--- config.mk ---
export PLATFORM = sky130hd
export DESIGN_NAME = lqr_plant_step_multi_cost_unit_flat
export DESIGN_NICKNAME = d
export VERILOG_FILES = /design/src/rtl/core/lqr_msc_pkg.sv /design/src/rtl/core/lqr_msc_ifc.sv /design/src/rtl/core/lqr_msc_front.sv /design/src/rtl/core/lqr_msc_queue.sv /design/src/rtl/core/lqr_msc_back.sv /design/src/rtl/core/lqr_plant_step_multi_cost_unit.sv /design/src/flat_wrapper.sv
export SDC_FILE = /design/constraint.sdc
export NUM_CORES = 2
export LEC_CHECK = 0
export BUFFER_PORTS_ARGS = -buffer_cell sky130_fd_sc_hd__buf_2
export CAP_MARGIN = 20
export CORE_MARGIN = 2
export CORE_UTILIZATION = 50
export CTS_BUF_LIST = sky130_fd_sc_hd__clkbuf_4
export DETAILED_ROUTE_END_ITERATION = 7
export PLACE_DENSITY = 0.77
export SYNTH_ARGS = -nofsm -noshare
export SYNTH_HDL_FRONTEND = slang
export SYNTH_SLANG_ARGS = --single-unit
--- constraint.sdc ---
create_clock -name clk -period 10.9 [get_ports clk]
set_clock_uncertainty 0.2 [all_clocks]
set_input_delay 1.09 -clock clk [delete_from_list [all_inputs] [get_ports clk]]
set_output_delay 1.09 -clock clk [all_outputs]
set_load 0.01 [all_outputs]
--- src/rtl/core/lqr_msc_pkg.sv ---
// shared constants, types and codes for the lqr plant step unit
package lqr_msc_pkg;

    localparam int STATE_DIM_DEF   = 4;
    localparam int MAX_REWARDS_DEF = 4;
    localparam int NUM_COMP        = 4;
    localparam int COMP_W          = 16;
    localparam int EPS_W           = 17;
    localparam int DIM_REG_W       = 3;
    localparam int NREW_REG_W      = 3;
    localparam int CFG_DATA_W      = 17;
    localparam int CFG_IDX_W       = 2;
    localparam int REWARD_W        = 35;
    localparam int INDEX_W         = 2;
    localparam int QUEUE_DEPTH     = 2;

    localparam logic [EPS_W-1:0] ONE_Q16 = 17'h10000;

    // operation codes
    localparam logic OP_STEP = 1'b0;
    localparam logic OP_LOAD = 1'b1;

    // register indexes
    localparam logic [CFG_IDX_W-1:0] REG_EPS  = 2'd0;
    localparam logic [CFG_IDX_W-1:0] REG_DIM  = 2'd1;
    localparam logic [CFG_IDX_W-1:0] REG_NREW = 2'd2;

    typedef logic signed [COMP_W-1:0] comp_t;

    // classified command word passed from front to back
    typedef struct packed {
        logic                              is_load;
        logic [NUM_COMP-1:0][COMP_W-1:0]   comp;
    } cmd_t;

    // raw configuration as written
    typedef struct packed {
        logic [EPS_W-1:0]      eps;
        logic [DIM_REG_W-1:0]  dim;
        logic [NREW_REG_W-1:0] nrew;
    } cfg_t;

endpackage

--- src/rtl/core/lqr_msc_ifc.sv ---
// valid/ready channel interfaces for command and result words
interface lqr_msc_cmd_if
    import lqr_msc_pkg::*;
();
    logic  valid;
    logic  ready;
    logic  operation;
    comp_t component_0;
    comp_t component_1;
    comp_t component_2;
    comp_t component_3;

    modport source (
        output valid, operation, component_0, component_1, component_2, component_3,
        input  ready
    );
    modport sink (
        input  valid, operation, component_0, component_1, component_2, component_3,
        output ready
    );
endinterface

interface lqr_msc_rsp_if
    import lqr_msc_pkg::*;
();
    logic                       valid;
    logic                       ready;
    logic [INDEX_W-1:0]         reward_index;
    logic signed [REWARD_W-1:0] reward;
    logic                       last;
    comp_t                      next_state_0;
    comp_t                      next_state_1;
    comp_t                      next_state_2;
    comp_t                      next_state_3;

    modport source (
        output valid, reward_index, reward, last,
               next_state_0, next_state_1, next_state_2, next_state_3,
        input  ready
    );
    modport sink (
        input  valid, reward_index, reward, last,
               next_state_0, next_state_1, next_state_2, next_state_3,
        output ready
    );
endinterface

--- src/rtl/core/lqr_msc_front.sv ---
// front end: takes command words, classifies them and holds one for the queue
module lqr_msc_front
    import lqr_msc_pkg::*;
(
    input  logic              clk,
    input  logic              rst_n,
    lqr_msc_cmd_if.sink       cmd,
    output logic              push_valid,
    input  logic              push_ready,
    output cmd_t              push_data
);

    logic hold_valid_reg;
    logic hold_valid_next;
    cmd_t hold_reg;
    cmd_t hold_next;
    logic take;

    assign cmd.ready = !hold_valid_reg || push_ready;
    assign take      = cmd.valid && cmd.ready;

    always_comb
    begin
        hold_next.is_load = (cmd.operation == OP_LOAD);
        hold_next.comp[0] = cmd.component_0;
        hold_next.comp[1] = cmd.component_1;
        hold_next.comp[2] = cmd.component_2;
        hold_next.comp[3] = cmd.component_3;
    end

    always_comb
    begin
        if (take)
            hold_valid_next = 1'b1;
        else if (push_ready)
            hold_valid_next = 1'b0;
        else
            hold_valid_next = hold_valid_reg;
    end

    always_ff @(posedge clk or negedge rst_n)
    begin
        if (!rst_n)
            hold_valid_reg <= 1'b0;
        else
            hold_valid_reg <= hold_valid_next;
    end

    always_ff @(posedge clk)
    begin
        if (take)
            hold_reg <= hold_next;
    end

    assign push_valid = hold_valid_reg;
    assign push_data  = hold_reg;

endmodule

--- src/rtl/core/lqr_msc_queue.sv ---
// short command queue between front and back
module lqr_msc_queue
    import lqr_msc_pkg::*;
(
    input  logic clk,
    input  logic rst_n,
    input  logic push_valid,
    output logic push_ready,
    input  cmd_t push_data,
    output logic pop_valid,
    input  logic pop_ready,
    output cmd_t pop_data
);

    localparam int PTR_W = (QUEUE_DEPTH > 1) ? $clog2(QUEUE_DEPTH) : 1;
    localparam int CNT_W = $clog2(QUEUE_DEPTH + 1);

    cmd_t             slot_reg [QUEUE_DEPTH];
    logic [PTR_W-1:0] wr_ptr_reg;
    logic [PTR_W-1:0] wr_ptr_next;
    logic [PTR_W-1:0] rd_ptr_reg;
    logic [PTR_W-1:0] rd_ptr_next;
    logic [CNT_W-1:0] count_reg;
    logic [CNT_W-1:0] count_next;
    logic             push;
    logic             pop;

    assign push_ready = (count_reg != CNT_W'(QUEUE_DEPTH));
    assign pop_valid  = (count_reg != '0);
    assign pop_data   = slot_reg[rd_ptr_reg];
    assign push       = push_valid && push_ready;
    assign pop        = pop_valid && pop_ready;

    always_comb
    begin
        wr_ptr_next = wr_ptr_reg;
        rd_ptr_next = rd_ptr_reg;
        count_next  = count_reg;
        if (push)
            wr_ptr_next = (wr_ptr_reg == PTR_W'(QUEUE_DEPTH - 1)) ? '0 : wr_ptr_reg + 1'b1;
        if (pop)
            rd_ptr_next = (rd_ptr_reg == PTR_W'(QUEUE_DEPTH - 1)) ? '0 : rd_ptr_reg + 1'b1;
        if (push && !pop)
            count_next = count_reg + 1'b1;
        else if (pop && !push)
            count_next = count_reg - 1'b1;
    end

    always_ff @(posedge clk or negedge rst_n)
    begin
        if (!rst_n)
        begin
            wr_ptr_reg <= '0;
            rd_ptr_reg <= '0;
            count_reg  <= '0;
        end
        else
        begin
            wr_ptr_reg <= wr_ptr_next;
            rd_ptr_reg <= rd_ptr_next;
            count_reg  <= count_next;
        end
    end

    always_ff @(posedge clk)
    begin
        if (push)
            slot_reg[wr_ptr_reg] <= push_data;
    end

endmodule

--- src/rtl/core/lqr_msc_back.sv ---
// back end: plant state, cost pipeline and result sequencer
module lqr_msc_back
    import lqr_msc_pkg::*;
#(
    parameter int STATE_DIM   = STATE_DIM_DEF,
    parameter int MAX_REWARDS = MAX_REWARDS_DEF
)
(
    input  logic          clk,
    input  logic          rst_n,
    input  cfg_t          cfg,
    input  logic          pop_valid,
    output logic          pop_ready,
    input  cmd_t          pop_data,
    lqr_msc_rsp_if.source rsp
);

    localparam int IDX_W  = (STATE_DIM > 1) ? $clog2(STATE_DIM) : 1;
    localparam int RI_W   = (MAX_REWARDS > 1) ? $clog2(MAX_REWARDS) : 1;
    localparam int SQ_W   = 31;
    localparam int PROD_W = 48;
    localparam int TERM_W = PROD_W - 16;
    localparam int DIFF_W = TERM_W + 2;
    localparam int SUM_W  = 33 + $clog2(STATE_DIM);

    localparam logic [1:0] S_IDLE  = 2'd0;
    localparam logic [1:0] S_SQ    = 2'd1;
    localparam logic [1:0] S_DRAIN = 2'd2;
    localparam logic [1:0] S_EMIT  = 2'd3;

    logic [1:0]              fsm_reg;
    logic [1:0]              fsm_next;

    comp_t                   state_reg [STATE_DIM];
    comp_t                   xw_reg [STATE_DIM];
    comp_t                   uw_reg [STATE_DIM];
    comp_t                   in_comp [STATE_DIM];
    comp_t                   step_next [STATE_DIM];
    logic signed [COMP_W:0]  wide_sum [STATE_DIM];

    logic [IDX_W-1:0]        dim_last;
    logic [RI_W-1:0]         nrew_last;
    logic [EPS_W-1:0]        eps_clamped;
    logic [IDX_W-1:0]        dim_last_reg;
    logic [RI_W-1:0]         nrew_last_reg;
    logic [EPS_W-1:0]        e_reg;
    logic                    one_mode_reg;

    logic [IDX_W-1:0]        j_reg;
    logic [RI_W-1:0]         i_reg;

    // pipeline stage 1: squares
    logic                    v1_reg;
    logic [IDX_W-1:0]        idx1_reg;
    logic [SQ_W-1:0]         xsq1_reg;
    logic [SQ_W-1:0]         usq1_reg;
    logic [COMP_W-1:0]       x_mag;
    logic [COMP_W-1:0]       u_mag;
    logic [2*COMP_W-1:0]     x_sq;
    logic [2*COMP_W-1:0]     u_sq;

    // pipeline stage 2: weighted products
    logic                    v2_reg;
    logic [IDX_W-1:0]        idx2_reg;
    logic [SQ_W-1:0]         xsq2_reg;
    logic [SQ_W-1:0]         usq2_reg;
    logic [PROD_W-1:0]       p2_reg;
    logic [PROD_W-1:0]       q2_reg;

    // stage 3: terms and accumulation
    logic [PROD_W-1:0]       a_full;
    logic [PROD_W-1:0]       d_full;
    logic [TERM_W-1:0]       a_term;
    logic [TERM_W-1:0]       b_term;
    logic [TERM_W-1:0]       c_term;
    logic [TERM_W-1:0]       d_term;
    logic signed [DIFF_W-1:0] diff_next;
    logic signed [DIFF_W-1:0] diff_reg [STATE_DIM];
    logic [SUM_W-1:0]        tsum_reg;
    logic [SUM_W-1:0]        tsum_next;

    // result
    logic signed [DIFF_W-1:0] diff_sel;
    logic signed [SUM_W:0]   total;
    logic signed [63:0]      neg_wide;
    logic                    out_free;
    logic                    pop_fire;
    logic                    rsp_valid_reg;
    logic [INDEX_W-1:0]      idx_reg;
    logic signed [REWARD_W-1:0] reward_reg;
    logic                    last_reg;

    // command components mapped onto state elements
    genvar g;
    generate
        for (g = 0; g < STATE_DIM; g++)
        begin : g_map
            if (g < NUM_COMP)
            begin : g_have
                assign in_comp[g] = comp_t'(pop_data.comp[g]);
            end
            else
            begin : g_none
                assign in_comp[g] = '0;
            end
        end
    endgenerate

    // next-state fields
    generate
        if (STATE_DIM > 0)
        begin : g_ns0
            assign rsp.next_state_0 = state_reg[0];
        end
        if (STATE_DIM > 1)
        begin : g_ns1
            assign rsp.next_state_1 = state_reg[1];
        end
        else
        begin : g_ns1z
            assign rsp.next_state_1 = '0;
        end
        if (STATE_DIM > 2)
        begin : g_ns2
            assign rsp.next_state_2 = state_reg[2];
        end
        else
        begin : g_ns2z
            assign rsp.next_state_2 = '0;
        end
        if (STATE_DIM > 3)
        begin : g_ns3
            assign rsp.next_state_3 = state_reg[3];
        end
        else
        begin : g_ns3z
            assign rsp.next_state_3 = '0;
        end
    endgenerate

    // clamp configuration
    always_comb
    begin
        if (cfg.dim == '0)
            dim_last = '0;
        else if (int'(cfg.dim) > STATE_DIM)
            dim_last = IDX_W'(STATE_DIM - 1);
        else
            dim_last = IDX_W'(cfg.dim - 3'd1);

        if (cfg.nrew == '0)
            nrew_last = '0;
        else if (int'(cfg.nrew) > MAX_REWARDS)
            nrew_last = RI_W'(MAX_REWARDS - 1);
        else
            nrew_last = RI_W'(cfg.nrew - 3'd1);

        eps_clamped = (cfg.eps > ONE_Q16) ? ONE_Q16 : cfg.eps;
    end

    // saturating state update on active elements
    always_comb
    begin
        for (int j = 0; j < STATE_DIM; j++)
        begin
            wide_sum[j] = (COMP_W+1)'(state_reg[j]) + (COMP_W+1)'(in_comp[j]);
            if (j > int'(dim_last))
                step_next[j] = state_reg[j];
            else if (wide_sum[j][COMP_W] != wide_sum[j][COMP_W-1])
                step_next[j] = wide_sum[j][COMP_W] ? comp_t'(16'sh8000) : comp_t'(16'sh7fff);
            else
                step_next[j] = wide_sum[j][COMP_W-1:0];
        end
    end

    // squares of the selected element
    always_comb
    begin
        x_mag = xw_reg[j_reg][COMP_W-1] ? COMP_W'(-xw_reg[j_reg]) : xw_reg[j_reg];
        u_mag = uw_reg[j_reg][COMP_W-1] ? COMP_W'(-uw_reg[j_reg]) : uw_reg[j_reg];
        x_sq  = x_mag * x_mag;
        u_sq  = u_mag * u_mag;
    end

    // weighted terms: (1-e)*s computed as (s<<16) - e*s
    always_comb
    begin
        if (one_mode_reg)
        begin
            a_term = TERM_W'(xsq2_reg);
            b_term = TERM_W'(xsq2_reg);
            c_term = TERM_W'(usq2_reg);
            d_term = TERM_W'(usq2_reg);
            a_full = '0;
            d_full = '0;
        end
        else
        begin
            a_full = PROD_W'({xsq2_reg, 16'h0000}) - p2_reg;
            d_full = PROD_W'({usq2_reg, 16'h0000}) - q2_reg;
            a_term = a_full[PROD_W-1:16];
            b_term = p2_reg[PROD_W-1:16];
            c_term = q2_reg[PROD_W-1:16];
            d_term = d_full[PROD_W-1:16];
        end
        diff_next = DIFF_W'(a_term) + DIFF_W'(c_term) - DIFF_W'(b_term) - DIFF_W'(d_term);
        tsum_next = tsum_reg + SUM_W'(b_term) + SUM_W'(d_term);
    end

    // reward of the current index
    always_comb
    begin
        diff_sel = '0;
        for (int k = 0; k < STATE_DIM; k++)
        begin
            if (int'(i_reg) == k && k <= int'(dim_last_reg))
                diff_sel = diff_reg[k];
        end
        total    = $signed({1'b0, tsum_reg}) + (SUM_W+1)'(diff_sel);
        neg_wide = -(64'(total));
    end

    assign out_free  = !rsp_valid_reg || rsp.ready;
    assign pop_ready = (fsm_reg == S_IDLE) && out_free;
    assign pop_fire  = pop_valid && pop_ready;

    always_comb
    begin
        fsm_next = fsm_reg;
        unique case (fsm_reg)
            S_IDLE:
            begin
                if (pop_fire && !pop_data.is_load)
                    fsm_next = S_SQ;
            end
            S_SQ:
            begin
                if (j_reg == dim_last_reg)
                    fsm_next = S_DRAIN;
            end
            S_DRAIN:
            begin
                if (!v1_reg && !v2_reg)
                    fsm_next = S_EMIT;
            end
            S_EMIT:
            begin
                if (out_free && i_reg == nrew_last_reg)
                    fsm_next = S_IDLE;
            end
            default:
            begin
                fsm_next = S_IDLE;
            end
        endcase
    end

    // control and plant state
    always_ff @(posedge clk or negedge rst_n)
    begin
        if (!rst_n)
        begin
            fsm_reg       <= S_IDLE;
            v1_reg        <= 1'b0;
            v2_reg        <= 1'b0;
            rsp_valid_reg <= 1'b0;
            for (int j = 0; j < STATE_DIM; j++)
                state_reg[j] <= '0;
        end
        else
        begin
            fsm_reg <= fsm_next;
            v1_reg  <= (fsm_reg == S_SQ);
            v2_reg  <= v1_reg;
            if (pop_fire)
            begin
                for (int j = 0; j < STATE_DIM; j++)
                begin
                    if (pop_data.is_load)
                    begin
                        if (j < NUM_COMP)
                            state_reg[j] <= in_comp[j];
                    end
                    else
                        state_reg[j] <= step_next[j];
                end
            end
            if ((pop_fire && pop_data.is_load) || (fsm_reg == S_EMIT && out_free))
                rsp_valid_reg <= 1'b1;
            else if (rsp.ready)
                rsp_valid_reg <= 1'b0;
        end
    end

    // datapath registers
    always_ff @(posedge clk)
    begin
        if (pop_fire && !pop_data.is_load)
        begin
            for (int j = 0; j < STATE_DIM; j++)
            begin
                xw_reg[j] <= state_reg[j];
                uw_reg[j] <= in_comp[j];
            end
            dim_last_reg  <= dim_last;
            nrew_last_reg <= nrew_last;
            e_reg         <= eps_clamped;
            one_mode_reg  <= (dim_last == '0);
            j_reg         <= '0;
            tsum_reg      <= '0;
        end
        if (fsm_reg == S_SQ)
        begin
            j_reg    <= j_reg + 1'b1;
            idx1_reg <= j_reg;
            xsq1_reg <= x_sq[SQ_W-1:0];
            usq1_reg <= u_sq[SQ_W-1:0];
        end
        if (v1_reg)
        begin
            idx2_reg <= idx1_reg;
            xsq2_reg <= xsq1_reg;
            usq2_reg <= usq1_reg;
            p2_reg   <= PROD_W'(e_reg) * PROD_W'(xsq1_reg);
            q2_reg   <= PROD_W'(e_reg) * PROD_W'(usq1_reg);
        end
        if (v2_reg)
        begin
            diff_reg[idx2_reg] <= diff_next;
            tsum_reg           <= tsum_next;
        end
        if (fsm_reg == S_DRAIN)
            i_reg <= '0;
        if (pop_fire && pop_data.is_load)
        begin
            idx_reg    <= '0;
            reward_reg <= '0;
            last_reg   <= 1'b1;
        end
        else if (fsm_reg == S_EMIT && out_free)
        begin
            idx_reg    <= INDEX_W'(i_reg);
            reward_reg <= neg_wide[REWARD_W-1:0];
            last_reg   <= (i_reg == nrew_last_reg);
            i_reg      <= i_reg + 1'b1;
        end
    end

    assign rsp.valid        = rsp_valid_reg;
    assign rsp.reward_index = idx_reg;
    assign rsp.reward       = reward_reg;
    assign rsp.last         = last_reg;

endmodule

--- src/rtl/core/lqr_plant_step_multi_cost_unit.sv ---
// top level of the lqr plant step unit with several quadratic costs
// path: a load word passes the front hold register, the queue slot and the back
//   result register; a step word also runs its elements through the square stage,
//   the product stage and the term stage. Loads sustain one word per cycle while
//   results are taken; a step holds the back end until its last reward is out
// reset: rst_n asynchronous, active low; clears the plant state to zero, eps to 0,
//   dimension to 4, reward count to 1, and empties the command queue
module lqr_plant_step_multi_cost_unit
    import lqr_msc_pkg::*;
#(
    parameter int STATE_DIM   = STATE_DIM_DEF,
    parameter int MAX_REWARDS = MAX_REWARDS_DEF
)
(
    input  logic                  clk,
    input  logic                  rst_n,
    lqr_msc_cmd_if.sink           cmd,
    lqr_msc_rsp_if.source         rsp,
    input  logic                  wr_en,
    input  logic [CFG_IDX_W-1:0]  wr_index,
    input  logic [CFG_DATA_W-1:0] wr_data
);

    // configuration registers, to be written only while idle; the block does not enforce it
    logic [EPS_W-1:0]      eps_reg;
    logic [DIM_REG_W-1:0]  dim_reg;
    logic [NREW_REG_W-1:0] nrew_reg;
    cfg_t                  cfg;

    // front to queue
    logic push_valid;
    logic push_ready;
    cmd_t push_data;

    // queue to back
    logic pop_valid;
    logic pop_ready;
    cmd_t pop_data;

    always_ff @(posedge clk or negedge rst_n)
    begin
        if (!rst_n)
        begin
            eps_reg  <= '0;
            dim_reg  <= DIM_REG_W'(4);
            nrew_reg <= NREW_REG_W'(1);
        end
        else if (wr_en)
        begin
            // writes past the register list are dropped
            unique case (wr_index)
                REG_EPS:  eps_reg  <= wr_data[EPS_W-1:0];
                REG_DIM:  dim_reg  <= wr_data[DIM_REG_W-1:0];
                REG_NREW: nrew_reg <= wr_data[NREW_REG_W-1:0];
                default:  ;
            endcase
        end
    end

    assign cfg.eps  = eps_reg;
    assign cfg.dim  = dim_reg;
    assign cfg.nrew = nrew_reg;

    // front end: registers the incoming word and tags load vs step
    lqr_msc_front u_front (
        .clk        (clk),
        .rst_n      (rst_n),
        .cmd        (cmd),
        .push_valid (push_valid),
        .push_ready (push_ready),
        .push_data  (push_data)
    );

    // short queue so the front keeps taking words while the back works
    lqr_msc_queue u_queue (
        .clk        (clk),
        .rst_n      (rst_n),
        .push_valid (push_valid),
        .push_ready (push_ready),
        .push_data  (push_data),
        .pop_valid  (pop_valid),
        .pop_ready  (pop_ready),
        .pop_data   (pop_data)
    );

    // back end: state update, element cost pipeline, one reward per cycle unless held
    lqr_msc_back #(
        .STATE_DIM   (STATE_DIM),
        .MAX_REWARDS (MAX_REWARDS)
    ) u_back (
        .clk       (clk),
        .rst_n     (rst_n),
        .cfg       (cfg),
        .pop_valid (pop_valid),
        .pop_ready (pop_ready),
        .pop_data  (pop_data),
        .rsp       (rsp)
    );

endmodule

--- src/flat_wrapper.sv ---
// flat-port wrapper written by rule: the top's interface ports become plain ports
module lqr_plant_step_multi_cost_unit_flat import lqr_msc_pkg::*;
#(
    parameter int STATE_DIM   = STATE_DIM_DEF,
    parameter int MAX_REWARDS = MAX_REWARDS_DEF
)
  (clk, rst_n, wr_en, wr_index, wr_data, cmd_valid, cmd_operation, cmd_component_0, cmd_component_1, cmd_component_2, cmd_component_3, cmd_ready, rsp_valid, rsp_reward_index, rsp_reward, rsp_last, rsp_next_state_0, rsp_next_state_1, rsp_next_state_2, rsp_next_state_3, rsp_ready);
  lqr_msc_cmd_if cmd_i ();
  lqr_msc_rsp_if rsp_i ();
  input  logic clk;
  input  logic rst_n;
  input  logic wr_en;
  input  logic [CFG_IDX_W-1:0] wr_index;
  input  logic [CFG_DATA_W-1:0] wr_data;
  input wire logic [$bits(cmd_i.valid)-1:0] cmd_valid;
  input wire logic [$bits(cmd_i.operation)-1:0] cmd_operation;
  input wire logic [$bits(cmd_i.component_0)-1:0] cmd_component_0;
  input wire logic [$bits(cmd_i.component_1)-1:0] cmd_component_1;
  input wire logic [$bits(cmd_i.component_2)-1:0] cmd_component_2;
  input wire logic [$bits(cmd_i.component_3)-1:0] cmd_component_3;
  output wire logic [$bits(cmd_i.ready)-1:0] cmd_ready;
  output wire logic [$bits(rsp_i.valid)-1:0] rsp_valid;
  output wire logic [$bits(rsp_i.reward_index)-1:0] rsp_reward_index;
  output wire logic [$bits(rsp_i.reward)-1:0] rsp_reward;
  output wire logic [$bits(rsp_i.last)-1:0] rsp_last;
  output wire logic [$bits(rsp_i.next_state_0)-1:0] rsp_next_state_0;
  output wire logic [$bits(rsp_i.next_state_1)-1:0] rsp_next_state_1;
  output wire logic [$bits(rsp_i.next_state_2)-1:0] rsp_next_state_2;
  output wire logic [$bits(rsp_i.next_state_3)-1:0] rsp_next_state_3;
  input wire logic [$bits(rsp_i.ready)-1:0] rsp_ready;
  assign cmd_i.valid = cmd_valid;
  assign cmd_i.operation = cmd_operation;
  assign cmd_i.component_0 = cmd_component_0;
  assign cmd_i.component_1 = cmd_component_1;
  assign cmd_i.component_2 = cmd_component_2;
  assign cmd_i.component_3 = cmd_component_3;
  assign cmd_ready = cmd_i.ready;
  assign rsp_valid = rsp_i.valid;
  assign rsp_reward_index = rsp_i.reward_index;
  assign rsp_reward = rsp_i.reward;
  assign rsp_last = rsp_i.last;
  assign rsp_next_state_0 = rsp_i.next_state_0;
  assign rsp_next_state_1 = rsp_i.next_state_1;
  assign rsp_next_state_2 = rsp_i.next_state_2;
  assign rsp_next_state_3 = rsp_i.next_state_3;
  assign rsp_i.ready = rsp_ready;
  lqr_plant_step_multi_cost_unit #(.STATE_DIM(STATE_DIM), .MAX_REWARDS(MAX_REWARDS)) u_core (.clk(clk), .rst_n(rst_n), .cmd(cmd_i), .rsp(rsp_i), .wr_en(wr_en), .wr_index(wr_index), .wr_data(wr_data));
endmodule
Yosys cells after proc, flatten, opt, wreduce, memory -nomap -nowiden
Memories as Yosys holds them, arrays and structs flattened. A register that Yosys moved wholly into a read port is not among the register bits.
Index checks and enable logic that the tools add are counted.

word-level totals
  bits in registers = 485
  memory bits (writable) = 394
  output and inout bits = 104
  logic and storage cells = 199
  memories kept = 4

memory list
  name                     words  width  rd ports  clocked after memory_dff  wr ports  RTL line             source
  u_core.u_back.diff_reg   4      34     4         0                         1         lqr_msc_back.sv:78   logic signed [DIFF_W-1:0] diff_reg [STATE_DIM];
  u_core.u_queue.slot_reg  2      65     1         0                         1         lqr_msc_queue.sv:18  cmd_t slot_reg [QUEUE_DEPTH];
  u_core.u_back.uw_reg     4      16     1         1                         4         lqr_msc_back.sv:36   comp_t uw_reg [STATE_DIM];
  u_core.u_back.xw_reg     4      16     1         1                         4         lqr_msc_back.sv:35   comp_t xw_reg [STATE_DIM];

cells by class
  add/subtract/negate cells = 23
  multiply operators = 4
  order comparisons = 9
  equality and inequality tests = 22
  multiplexer cells = 56
  reductions and logical operators = 43

operators by type and width
  kind                  count
  $mux 16               17
  $mux 34               4
  $mux 32               4
  $mul 17x31->48        2
  $sub 47x48->48        2
  $add 35x32->35        2
  $mux 35               2
  $add 16x16->17        4
  $mul 16x16->31        2
  $add 35x34->35        1
  $neg 35->35           1
  $sub 33x32->34        1
  $sub 34x32->34        1
  $add 32x32->33        1
  $mux 2                16
  $neg 16->16           2
  $gt 17x17->1 const B  1
  $logic_and 1x1->1     14
  $ne 2x2->1 const B    7
  $mux 1                12
  $reduce_and 2->1      6
  $reduce_bool 2->1     6
  $eq 2x2->1 const B    5
  $logic_not 2->1       4
  17 further kinds      40

Depth between registers and ports, before layout
  depth after elaboration = 8
  mapped depth = 36
  gate-level depth less buffers = 33

By module
Synthesis repeated with hierarchy kept, for this count alone.

unflattened totals
  cell total of the unflattened synthesis = 8984
  area total of the unflattened synthesis = 91465.2 um^2

by module, submodules not included
  module                          instances  cells each  area each (um^2)
  lqr_msc_back                    1          8645        83527.6
  lqr_msc_queue                   1          220         5046.1
  lqr_msc_front                   1          69          2005.7
  lqr_plant_step_multi_cost_unit  1          50          885.8

Worst setup path after synthesis
OpenSTA, ideal clock, no wires.

  kind = input -> register
  start point = input rsp_ready
  end point = register u_core.u_back.state_reg (netlist bit u_core.u_back.rsp.next_state_0[8])
  data arrival time = 9.365 ns
  path slack = 1.195 ns
  stages = 7
  cells stage by stage = nand2b_1 > o211a_1 > clkbuf_1 > inv_1 > nor2_1 > nand2_1 > o311ai_0

on the way
  word-level cells in the longest chain between the ends = 3

RTL lines
  element                         RTL line             source
  start: declaration              flat_wrapper.sv:30   input wire logic [$bits(rsp_i.ready)-1:0] rsp_ready;
  $logic_or 1x1->1                lqr_msc_back.sv:223  assign out_free = !rsp_valid_reg || rsp.ready;
  $logic_and 1x1->1               lqr_msc_back.sv:224  assign pop_ready = (fsm_reg == S_IDLE) && out_free;
  $logic_and 1x1->1               lqr_msc_back.sv:225  assign pop_fire = pop_valid && pop_ready;
  end signal: indexed assignment  lqr_msc_back.sv:282  state_reg[j] <= in_comp[j];
  end signal: indexed assignment  lqr_msc_back.sv:285  state_reg[j] <= step_next[j];
  end: declaration                lqr_msc_back.sv:34   comp_t state_reg [STATE_DIM];

No other way between the ends.
A chain may end at the register's enable or synchronous reset.

==> flow_metrics.env <==
export IMPL_fin_ws_ps=906
export IMPL_io_buffers=192
export IMPL_cts_max_level=4
export IMPL_numClockSinks=877
export IMPL_synth_ff_latch_count=877
export IMPL_period_share_pct=91.7
export IMPL_worstHoldPathType="input pin to async pin"
export IMPL_reg2reg_to="u_core.u_back.xsq1_reg[27]"
export IMPL_crit_path_max_fanout=23
export IMPL_grt_max_degree=133
export IMPL_synthesis_area_sq_mm=0.0911
export IMPL_drive_above_1_share_pct=9.46
export IMPL_ff_latch_area_sq_mm=0.0254
export IMPL_antenna_left=0
export IMPL_crit_end="u_core.u_back.xsq1_reg[27]"
export IMPL_synthMostInstantiatedCell="inv_1"
export IMPL_synthCells=8943
export IMPL_drc_errors=0
export IMPL_cpPeakStageDelay_ps=830
export IMPL_io_pins=193
export IMPL_min_period_ps=9990
export IMPL_synth_commonest_cells="inv_1 (1,600), fa_1 (1,276), nand2_1 (1,175)"
export IMPL_setup_viol_count_final=0
export IMPL_synth_cell_types=100
export IMPL_syn_avg_cell_area_sq_um=10.2
export IMPL_dieArea_sq_mm=0.186
export IMPL_grt_pass1_vias=70260
export IMPL_clk_pin_slew_worst_paths_ps=70
export IMPL_grt_use_total_pct=26.7
export IMPL_slew_violations=0
export IMPL_ys_top_cells_by_area="fa_1 (28%), edfxtp_1 (24%), ha_1 (9.7%)"
export IMPL_fp_coreArea_sq_mm=0.181
export IMPL_hold_slack_ps=190
export IMPL_final_util_pct=54.7
export IMPL_final_nets=11347
export IMPL_vias=66183
export IMPL_critPathKind="register to register"
export IMPL_multi_input_area_sq_mm=0.0585
export IMPL_cts_buffers=226
export IMPL_die_width_microns=431
export IMPL_dpl_hpwl_mm=184
export IMPL_outcome="complete, no violations"
export IMPL_die_y_microns=431
export IMPL_finalHoldViolCount=0
export IMPL_r2r_slack_ps=910
export IMPL_endpoint_kind="register"
export IMPL_yosys_warnings=0
export IMPL_slew_headroom_pct=20.6
export IMPL_synth_top_cell_area_share_pct=28.1
export IMPL_wirelength_mm=244
export IMPL_largest_reg_flops=136
export IMPL_r2r_cells=30
export IMPL_gr_total_overflow=0
export IMPL_start_util_pct=50.3
export IMPL_wl_per_cell_microns=20.6
export IMPL_tritoncts="done"
export IMPL_drt_iter0_markers=5120
export IMPL_pre_cts_slack_ps=905
export IMPL_drt_pass1_iter_count=7
export IMPL_drv_cap=0
export IMPL_num_fill_cells=15404
export IMPL_grt_pass1_wl_mm=384
export IMPL_via_per_inst=5.58
export IMPL_max_freq_mhz=100
export IMPL_worst_pin_slew_ps=1190
export IMPL_root_buffer="clkbuf_4"
export IMPL_clock_latency_ps=1280
export IMPL_synth_edf_count=738
export IMPL_antenna_found_initial=7
export IMPL_setup_tns_ps=0
export IMPL_cp_slowest_cell="dfxtp_2"
export IMPL_rsz0062_at_grt="no"
export IMPL_cp_required_ps=11770
export IMPL_start_kind="register"
export IMPL_place_congestion=0.938
export IMPL_synthArstFlopShare_pct=11.1
export IMPL_areaGrowthSynthToFinish_pct=8.72
export IMPL_cts_buffer_depth=3
export IMPL_ys_seq_area_share_pct=27.9
export IMPL_rows=156
export IMPL_synth_largest_area_cell="fa_1"
export IMPL_worst_ep_arrival_time_ps=10860
export IMPL_yosys_most_used_dff="edfxtp_1"
==> kinds of logic after synthesis <==
group / after synthesis / synth area share [%]
other: 2 / 0.00825
buffers and inverters: 1946 / 8.07
flip-flops: 877 / 27.9
AO/OA/AOI/OAI: 1249 / 8.64
XOR/XNOR: 357 / 3.49
adder cells (fa/ha/maj): 1984 / 37.8
multiplexers: 140 / 2.08
AND/OR/NAND/NOR: 2388 / 12.0
==> metal layers <==
metal,part of all wire [%],GRT usage (%),vias up
li1,-,-,29638
met1,38,32.7,32914
met2,47,43.1,2939
met3,8.9,6.48,688
met4,6.2,15.2,4
met5,0.011,0,-
==> stage by stage <==
step,instances,cell area [sq um]
after CTS,11836,98900
after detailed placement,11326,94900
after global placement,11325,94800
after floorplan,8977,91200
final,11853,99000
after global routing,11849,99000
==> critical path: cells and delay by family, from the launching register on <==
| family | cells | cell delay, ps |
|---|---|---|
| xor gates and xnor gates | 1 | 550 |
| and+or+nand+nor | 9 | 2400 |
| DFF | 1 | 830 |
| AOI/OAI and AO/OA | 5 | 1050 |
| adders and majority gates | 7 | 3090 |
| buffers and inverters | 7 | 1070 |
| muxes | 1 | 590 |
==> worst min-delay path by stage <==
stage | start | to | slack, ps | cells after the start
after global routing | rst_n | u_core.eps_reg[15] | 140 | 2
after global placement | u_core.u_back.idx1_reg[1] | u_core.u_back.idx2_reg[1] | 210 | 0
after detailed placement | u_core.u_back.idx1_reg[1] | u_core.u_back.idx2_reg[1] | 210 | 0
final | rst_n | u_core.u_back.rsp.next_state_3[11] | 190 | 2
after CTS | wr_en | u_core.nrew_reg[0] | 20 | 3
after floorplan | u_core.u_back.idx1_reg[0] | u_core.u_back.idx2_reg[0] | 200 | 0
==> area by class of cell <==
class,count,area share (%)
inverter,1616,6.13
clock buffer,354,2.68
tap,2370,3.00
antenna,12,0.0303
multi-input combinational,6154,59.1
clock inverter,71,0.502
timing repair buffer,399,2.89
sequential,877,25.7
==> cells in the final DEF, fill, tap and decap left out, types with 59 or more instances in the layout <==
master         Yosys  layout
nor2_1           368     365
inv_1           1600    1599
nor2b_1           66      66
buf_2              7     191
fa_1            1276    1276
ha_1             708     707
nor3_1            71      70
edfxtp_1         738     738
nand2b_1          59      59
nand2_1         1175    1174
o21ai_0          316     315
a21oi_1          355     355
nand3_1          139     139
xor2_1           109     109
buf_4              3     114
xnor2_1          244     244
mux2_2            92      92
dfrtp_1           95      93
clkbuf_4           0     354
dlygate4sd3_1      0      85
and2_1           318     317
a21o_1           143     143
a21boi_0          69      68
==> timing repair <==
| item | 4_1_cts | 5_1_grt |
|---|---|---|
| resized for setup | 0 | 0 |
| hold endpoints to repair | 126 | 0 |
| buffers inserted | 0 | 0 |
| hold buffers | 85 | 0 |
Power is left out: the tool's default activity adds up to more than one toggle a clock period on the data nets, which glitch-free logic cannot reach.
